<file path="src/hdl/gru_recurrent_cell_defines.svh">
// assertion macros for the gru recurrent cell
`ifndef GRU_RECURRENT_CELL_DEFINES_SVH
`define GRU_RECURRENT_CELL_DEFINES_SVH

// same-cycle implication, checked out of reset
`define GRC_ASSERT_NOW(lbl, ante, cons, msg) \
  lbl: assert property (@(posedge clk) disable iff (!rst_n) (ante) |-> (cons)) else $error(msg);

// next-cycle implication, checked out of reset
`define GRC_ASSERT_NEXT(lbl, ante, cons, msg) \
  lbl: assert property (@(posedge clk) disable iff (!rst_n) (ante) |=> (cons)) else $error(msg);

`endif

</file>
<file path="src/hdl/grc_pkg.sv">
// types, constants and activation functions of the gru recurrent cell
package grc_pkg;

  localparam int IN_N   = 4;
  localparam int HID_N  = 8;
  localparam int DW     = 16;
  localparam int FRAC   = 12;
  localparam int CAT_N  = IN_N + HID_N;
  localparam int GATE_N = 2 * HID_N;
  localparam int GB_BASE  = CAT_N * GATE_N;
  localparam int CW_BASE  = GB_BASE + GATE_N;
  localparam int CB_BASE  = CW_BASE + CAT_N * HID_N;
  localparam int ADDR_N   = CB_BASE + HID_N;

  localparam logic CMD_LOAD = 1'b0;
  localparam logic CMD_STEP = 1'b1;

  localparam logic signed [DW-1:0] ONE = 16'sd4096;

  typedef struct packed {
    logic              cmd;
    logic [8:0]        weight_addr;
    logic signed [15:0] weight_value;
    logic signed [15:0] in_0;
    logic signed [15:0] in_1;
    logic signed [15:0] in_2;
    logic signed [15:0] in_3;
    logic              seq_start;
  } in_item_t;

  typedef struct packed {
    logic signed [15:0] h_0;
    logic signed [15:0] h_1;
    logic signed [15:0] h_2;
    logic signed [15:0] h_3;
    logic signed [15:0] h_4;
    logic signed [15:0] h_5;
    logic signed [15:0] h_6;
    logic signed [15:0] h_7;
  } out_item_t;

  // one multiply-accumulate operation
  typedef struct packed {
    logic       vld;
    logic       bias;
    logic [3:0] idx;
    logic       cand;
    logic       last;
    logic [3:0] col;
    logic [8:0] addr;
  } dp_op_t;

  typedef struct packed {
    logic   wr;
    logic   start;
    logic   commit;
    dp_op_t op;
  } dp_cmd_t;

  typedef struct packed {
    logic done;
    logic out_busy;
  } dp_stat_t;

  function automatic logic signed [DW-1:0] rnd_sat(input logic signed [36:0] x);
    logic signed [36:0] t;
    t = (x + 37'sd2048) >>> FRAC;
    if (t > 37'sd32767) return 16'sh7fff;
    if (t < -37'sd32768) return 16'sh8000;
    return t[DW-1:0];
  endfunction

  function automatic logic [12:0] plan(input logic [17:0] a);
    logic [17:0] r;
    if (a >= 18'd20480) r = 18'd4096;
    else if (a >= 18'd9728) r = (a >> 5) + 18'd3456;
    else if (a >= 18'd4096) r = (a >> 3) + 18'd2560;
    else r = (a >> 2) + 18'd2048;
    return r[12:0];
  endfunction

  function automatic logic [16:0] mag(input logic signed [DW-1:0] z);
    logic signed [16:0] e;
    e = {z[DW-1], z};
    return z[DW-1] ? 17'(-e) : 17'(e);
  endfunction

  function automatic logic signed [DW-1:0] sigm(input logic signed [DW-1:0] z);
    logic [12:0] p;
    p = plan({1'b0, mag(z)});
    return z[DW-1] ? ONE - $signed({3'b000, p}) : $signed({3'b000, p});
  endfunction

  function automatic logic signed [DW-1:0] tanh_pl(input logic signed [DW-1:0] z);
    logic [12:0] p;
    logic signed [DW-1:0] t;
    p = plan({mag(z), 1'b0});
    t = $signed({2'b00, p, 1'b0}) - ONE;
    return z[DW-1] ? -t : t;
  endfunction

endpackage

</file>
<file path="src/hdl/grc_ctrl.sv">
// sequencer that walks the weight words of one step
module grc_ctrl import grc_pkg::*; (
  input  logic     clk,
  input  logic     rst_n,
  input  logic     in_valid,
  input  logic     in_cmd,
  output logic     in_ready,
  input  dp_stat_t stat,
  output dp_cmd_t  cmd
);

  typedef enum logic [1:0] {S_IDLE, S_RUN, S_DRAIN, S_COMMIT} state_t;

  state_t     state_r;
  logic       phase_r;
  logic [3:0] col_r;
  logic [3:0] row_r;
  dp_op_t     op_r;
  logic [3:0] last_col;
  logic [3:0] ridx;
  logic [8:0] addr;
  logic       acc;

  assign in_ready = (state_r == S_IDLE);
  assign acc      = in_valid && in_ready;
  assign last_col = phase_r ? 4'(HID_N - 1) : 4'(GATE_N - 1);
  assign ridx     = row_r - 4'd1;

  always_comb begin
    if (!phase_r) begin
      addr = (row_r == 4'd0) ? 9'(GB_BASE) + {5'd0, col_r}
                             : {1'b0, ridx, 4'd0} + {5'd0, col_r};
    end else begin
      addr = (row_r == 4'd0) ? 9'(CB_BASE) + {5'd0, col_r}
                             : 9'(CW_BASE) + {2'b0, ridx, 3'd0} + {5'd0, col_r};
    end
  end

  assign cmd.wr     = acc && (in_cmd == CMD_LOAD);
  assign cmd.start  = acc && (in_cmd == CMD_STEP);
  assign cmd.commit = (state_r == S_COMMIT) && !stat.out_busy;
  assign cmd.op     = op_r;

  always_ff @(posedge clk) begin
    if (!rst_n) begin
      state_r <= S_IDLE;
      phase_r <= 1'b0;
      col_r   <= 4'd0;
      row_r   <= 4'd0;
      op_r    <= '0;
    end else begin
      op_r.vld <= (state_r == S_RUN);
      unique case (state_r)
        S_IDLE: begin
          if (cmd.start) begin
            state_r <= S_RUN;
            phase_r <= 1'b0;
            col_r   <= 4'd0;
            row_r   <= 4'd0;
          end
        end
        S_RUN: begin
          op_r.bias <= (row_r == 4'd0);
          op_r.idx  <= ridx;
          op_r.cand <= phase_r;
          op_r.last <= (row_r == 4'(CAT_N));
          op_r.col  <= col_r;
          op_r.addr <= addr;
          if (row_r == 4'(CAT_N)) begin
            row_r <= 4'd0;
            if (col_r == last_col) begin
              col_r <= 4'd0;
              if (phase_r) state_r <= S_DRAIN;
              else phase_r <= 1'b1;
            end else begin
              col_r <= col_r + 4'd1;
            end
          end else begin
            row_r <= row_r + 4'd1;
          end
        end
        S_DRAIN: begin
          if (stat.done) state_r <= S_COMMIT;
        end
        S_COMMIT: begin
          if (!stat.out_busy) state_r <= S_IDLE;
        end
        default: state_r <= S_IDLE;
      endcase
    end
  end

endmodule

</file>
<file path="config.mk">
export PLATFORM = sky130hd
export DESIGN_NAME = grc_ctrl
export DESIGN_NICKNAME = d
export VERILOG_FILES = /design/src/hdl/gru_recurrent_cell_defines.svh /design/src/hdl/grc_pkg.sv /design/src/hdl/grc_ctrl.sv
export SDC_FILE = /design/constraint.sdc
export NUM_CORES = 1
export LEC_CHECK = 0
export BUFFER_PORTS_ARGS = -buffer_cell sky130_fd_sc_hd__buf_2
export CAP_MARGIN = 10
export CORE_MARGIN = 1
export CORE_UTILIZATION = 58
export CTS_CLUSTER_SIZE = 40
export DETAILED_ROUTE_END_ITERATION = 7
export PLACE_DENSITY = 0.84
export SETUP_SLACK_MARGIN = 0.3
export SYNTH_ARGS = -nofsm -noshare
export SYNTH_HDL_FRONTEND = slang
export SYNTH_SLANG_ARGS = --single-unit
export TNS_END_PERCENT = 30
</file>
<file path="constraint.sdc">
create_clock -name clk -period 3.3 [get_ports clk]
set_input_delay 0.165 -clock clk [delete_from_list [all_inputs] [get_ports clk]]
set_output_delay 0.165 -clock clk [all_outputs]
set_load 0.05 [all_outputs]
</file>
After elaboration in Yosys (flattened, before gate mapping)
Index checks and enable logic that the tools add are counted.
W data, S select, Z words.
{"block": "op_classes", "add_sub_neg": 8, "n_eq_ne": 11, "mux": 21, "n_bitwise": 1, "reduce_logical": 12}
{"operator": "$mux W9", "count": 3}
{"operator": "$mux W4", "count": 5}
{"operator": "$pmux W4 S2", "count": 2}
{"operator": "$mux W2", "count": 6}
{"operator": "$add A8 B4 Y9", "count": 1}
{"operator": "$add A8 B4 Y9 const A", "count": 1}
{"operator": "$add A8 B7 Y9 const A", "count": 1}
{"operator": "$add A9 B4 Y9", "count": 1}
{"operator": "$add A9 B4 Y9 const A", "count": 1}
{"operator": "$add A4 B1 Y4 const B", "count": 2}
{"operator": "$pmux W2 S4", "count": 1}
{"operator": "$ne A2 B1 Y1 const B", "count": 3}
{"operator": "$ne A2 B2 Y1 const B", "count": 3}
{"operator": "$reduce_and A6 Y1", "count": 1}
{"operator": "$eq A2 B2 Y1 const B", "count": 2}
{"operator": "$eq A4 B4 Y1", "count": 1}
{"operator": "$eq A4 B4 Y1 const B", "count": 1}
{"operator": "$logic_and A1 B1 Y1", "count": 4}
{"operator": "$logic_not A4 Y1", "count": 1}
{"operator": "$reduce_and A4 Y1", "count": 1}
{"operator": "$sub A4 B1 Y4 const B", "count": 1}
{"operator": "$mux W1", "count": 3}
{"operator": "$reduce_and A3 Y1", "count": 1}
{"operator": "$eq A2 B1 Y1 const B", "count": 1}
{"operator": "6 further kinds", "count": 6}
{"block": "word_totals", "register_bits": 32, "input_bits": 6, "output_inout_bits": 25, "elab_cells": 64}

Logic depth before layout (Yosys ltp)
{"block": "logic_depth", "word_depth": 5, "ltp_mapped": 8, "mapped_depth_nobuf": 7}

Worst setup path after synthesis
Ideal clock, no wire load.
{"block": "synth_path", "path_kind": "register to register", "start": "reg state_r[0]", "end": "reg col_r[3]", "setup_time_ns": 0.070, "arrival_ns": 2.030, "required_time_ns": 3.230, "slack_ns": 1.199, "stages_incl_launch_ff": 7, "path_buffers": 0, "period_less_slack_ns": 2.101, "path_cell_list": "dfxtp_1 -> inv_1 -> ha_1 -> a21boi_0 -> a211o_1 -> or4_1 -> a21oi_1"}
{"block": "synth_via", "elab_chain_len": 5, "word_cells_on_any_way": 9, "classes_between": "3 x eq/ne; 1 x mux; 5 x reduce/logical"}
{"element": "start: declaration", "line": "grc_ctrl.sv:14", "source": "state_t state_r;"}
{"element": "start signal: assignment", "line": "grc_ctrl.sv:46", "source": "state_r <= S_IDLE;"}
{"element": "start signal: assignment", "line": "grc_ctrl.sv:56", "source": "state_r <= S_RUN;"}
{"element": "start signal: assignment", "line": "grc_ctrl.sv:73", "source": "if (phase_r) state_r <= S_DRAIN;"}
{"element": "$logic_not A2 Y1 (*)", "line": "grc_ctrl.sv:24", "source": "assign in_ready = (state_r == S_IDLE);"}
{"element": "named net in_ready", "line": "grc_ctrl.sv:7", "source": "output logic in_ready,"}
{"element": "$logic_and A1 B1 Y1", "line": "grc_ctrl.sv:25", "source": "assign acc = in_valid && in_ready;"}
{"element": "$logic_and A1 B1 Y1", "line": "grc_ctrl.sv:40", "source": "assign cmd.start = acc && (in_cmd == CMD_STEP);"}
{"element": "$ne A2 B1 Y1 (no line)"}
{"element": "$reduce_and A3 Y1 (no line)"}
{"element": "end signal: assignment", "line": "grc_ctrl.sv:76", "source": "col_r <= col_r + 4'd1;"}
{"element": "end: declaration", "line": "grc_ctrl.sv:16", "source": "logic [3:0] col_r;"}
The timed path passes the listed nets; every way through them passes the cells marked *.
A chain may end at the register's enable or synchronous reset.

Worst setup path in the final report
{"block": "layout_path", "start": "reg state_r[1]", "end": "reg col_r[3]"}
{"block": "layout_via", "elab_chain_len": 5, "word_cells_on_any_way": 9, "classes_between": "3 x eq/ne; 1 x mux; 5 x reduce/logical"}
{"element": "$logic_not A2 Y1", "line": "grc_ctrl.sv:24, grc_ctrl.sv:53"}
{"element": "$logic_and A1 B1 Y1", "line": "grc_ctrl.sv:25"}
{"element": "$logic_and A1 B1 Y1", "line": "grc_ctrl.sv:40"}
{"element": "$ne A2 B1 Y1 (no line)"}
{"element": "$reduce_and A3 Y1 (no line)"}
Parallel ways exist; a longest one is shown, timed or not.

==> impl_metrics.env <==
export IMPL_n_fill_cell=216
export IMPL_drt_pre_antenna_iters=4
export IMPL_die_h_um=52.9
export IMPL_io_pins=31
export IMPL_intPower_mw=0.672
export IMPL_layout_drive_gt1_share=0.213
export IMPL_period_share=0.685
export IMPL_avgViaCountPerCell=5.78
export IMPL_drc=0
export IMPL_h_tree_depth=2
export IMPL_synth_xor_area_frac=0.0175
export IMPL_yosys_area_share_simple=0.199
export IMPL_cts_buffer_depth=2
export IMPL_p_per_area_nw_per_um2=760
export IMPL_via_count=1369
export IMPL_worstSetupPathType="reg -> reg"
export IMPL_grt_pass1_vias=1197
export IMPL_whs_path_depth=3
export IMPL_drtIter0Drc=48
export IMPL_area_growth_pct=12.7
export IMPL_synthArstFlopShare=0
export IMPL_die_area_um2=2800
export IMPL_timing_fmax_ghz=0.442
export IMPL_clk_latency_ns=0.34
export IMPL_r2r_cells=6
export IMPL_cp_startpoint="state_r[1]"
export IMPL_maxCapViolations=0
export IMPL_worst_pin_slew_ns=0.672
export IMPL_cts_root_buffer="clkbuf_4"
export IMPL_synth_ff_type="dfxtp_1"
export IMPL_muxShareOfSynthArea=0.0541
export IMPL_final_area_um2=1690
export IMPL_synthAdderAreaFrac=0.0833
export IMPL_globalRouteOverflowTotal=0
export IMPL_cp_arrival_ns=2.53
export IMPL_pwr_share_seq=0.347
export IMPL_hpwl_mm=2.31
export IMPL_antennaDiodeCount=0
export IMPL_required_ns=3.57
export IMPL_grt_max_degree=21
export IMPL_relSlewSlack=0.552
export IMPL_totalWireLength_mm=3.26
export IMPL_holdPathEnd="phase_r"
export IMPL_syn_area_um2=1500
export IMPL_multi_input_area_um2=812
export IMPL_crit_buf_inv=1
export IMPL_fp_row_count=18
export IMPL_finalMaxSlewViolations=0
export IMPL_portBuffers=30
export IMPL_r2r_start="state_r[1]"
export IMPL_hold_violations=0
export IMPL_die_w_um=52.9
export IMPL_core_area_um2=2450
export IMPL_gp_congestion=0.853
export IMPL_clock_sinks=29
export IMPL_post_cts_resized=0
export IMPL_ant_nets=0
export IMPL_hold_buffers=0
export IMPL_rrSetupSlack_ns=1.04
export IMPL_setup_viol=0
export IMPL_worstHoldPathType="in -> reg"
export IMPL_syn_num_nets=196
export IMPL_pwr_share_comb=0.482
export IMPL_cts_tree="yes"
export IMPL_reg2reg_to="col_r[3]"
export IMPL_yosysWarnings=0
export IMPL_synth_top_family_by_area="simple AND/OR/NAND/NOR gates"
export IMPL_path_delay_family="simple AND/OR/NAND/NOR gates"
export IMPL_grt_usage=0.253
export IMPL_max_stage_delay_ns=0.59
export IMPL_start_kind="register"
export IMPL_synth_compound_area_frac=0.187
export IMPL_antenna_found_initial=0
export IMPL_rsz0062_at_grt="no"
export IMPL_cp_end_kind="register"
export IMPL_cts_setup_buffers=0
export IMPL_wl_per_cell_um=13.7
export IMPL_power_switching_mw=0.614
export IMPL_hp_start="rst_n"
export IMPL_skew_ns=0.00794
export IMPL_finalCriticalPeriod_ns=2.26
export IMPL_synth_cell_types=43
export IMPL_synth_seq_area_share=0.386
export IMPL_synth_avg_cell_area_um2=8.35
export IMPL_p_sw_frac=0.477
export IMPL_synth_edff_count=0
export IMPL_clk_pin_slew_worst_paths_ns=0.10
export IMPL_start_util=0.612
export IMPL_clockPowerShare=0.171
export IMPL_path_max_fanout=18
export IMPL_cts_buffers=5
export IMPL_grt_pass1_wl_mm=5.14
export IMPL_crit_slowest_cell="ha_1"
export IMPL_ys_ff_latch=29
export IMPL_outcome="finished clean"
export IMPL_dpl_cell_area_um2=1630
export IMPL_fin_nets=222
export IMPL_tns_ns=0
export IMPL_netlist_instances=180
export IMPL_crit_chain="inv_1 -> ha_1 -> nor2_1 -> a211o_1 -> or4_1 -> a21oi_1"
export IMPL_leakage_nw=0.713
export IMPL_peakVddDrop_v=0.000581
export IMPL_layout_area_seq_um2=581
-- kinds of logic (layout without fill, tap and decap cells) --
group                    after synthesis  count (layout)
adder cells (fa/ha/maj)               10              10
AO/OA/AOI/OAI                         45              45
flip-flops                            29              29
buffers and inverters                 24              51
AND/OR/NAND/NOR                       61              61
XOR/XNOR                               3               3
multiplexers                           8               8
-- layout by cell type, fill, tap and decap left out, drive strengths merged, types with 3 or more instances in the layout --
cell      count
and3          3
nand2        14
nand3        11
a21oi        13
o21ai        14
ha           10
clkinvlp      3
nor3          4
mux2i         7
dfxtp        29
buf          31
inv          12
clkbuf        5
a211oi        3
nor2         18
-- power by group through the flow --
stage                     clock [mW]  combinational, mW  sequential, mW
after floorplan                    0              0.358           0.585
after CTS                      0.222              0.617           0.446
after global routing           0.239              0.672           0.453
after global placement             0              0.596           0.449
after detailed placement           0              0.614           0.454
final                          0.221              0.619           0.446
-- worst register-to-register path, delay by kind of cell, from the launching register on --
kind	cells	cell delay, ns
compound gates	2	0.49
flops	1	0.36
buf+inv	1	0.08
fa+ha+maj	1	0.59
simple gates	2	0.67
-- state kept, by name, summed over array words and instances (netlist names) --
signal / cells
cmd: 18
col_r: 4
row_r: 4
state_r: 2
phase_r: 1
-- worst max-delay path by stage --
stage                     cells after the start        to
after detailed placement                      6  col_r[3]
after global routing                          6  col_r[3]
after global placement                        6  col_r[3]
after floorplan                               6  col_r[3]
final                                         6  col_r[3]
after CTS                                     6  col_r[3]
-- per-layer routing --
layer	wire, µm	GRT usage
met1	1410	0.304
met2	1620	0.405
met3	170	0.0690
met4	56	0.140
met5	0	0
-- stage by stage --
step / power [mW] / hold WS [ns] / util / std cells / setup WS (ns)
2_1_floorplan: 0.944 / 0.325 / - / 180 / 1.20
3_3_place_gp: 1.05 / 0.458 / 0.665 / 229 / 1.18
3_5_place_dp: 1.07 / 0.472 / 0.665 / 229 / 1.11
4_1_cts: 1.28 / 0.149 / 0.690 / 237 / 1.05
5_1_grt: 1.36 / 0.172 / 0.690 / 237 / 0.896
6_report: 1.29 / 0.158 / 0.690 / 237 / 1.04
-- cells in the mapped netlist (all sizes together) (3+ instances only) --
cell / instances / area, µm²
dfxtp: 29 / 581
nor2: 18 / 67.6
nand2: 14 / 52.6
o21ai: 14 / 70.1
a21oi: 13 / 65.1
inv: 12 / 45.0
nand3: 11 / 60.1
ha: 10 / 125
buf: 7 / 46.3
mux2i: 7 / 70.1
clkbuf: 5 / 18.8
nor3: 4 / 20.0
a211oi: 3 / 22.5
and3: 3 / 18.8
-- final cells by class --
| class | count | share of cell area |
|---|---|---|
| clock buffer | 5 | 0.0222 |
| timing repair buffer | 31 | 0.0931 |
| clock inverter | 3 | 0.0133 |
| tap | 30 | 0.0222 |
| sequential | 29 | 0.343 |
| multi-input combinational | 127 | 0.480 |
| inverter | 12 | 0.0266 |
(Power assumes the default switching activity.)
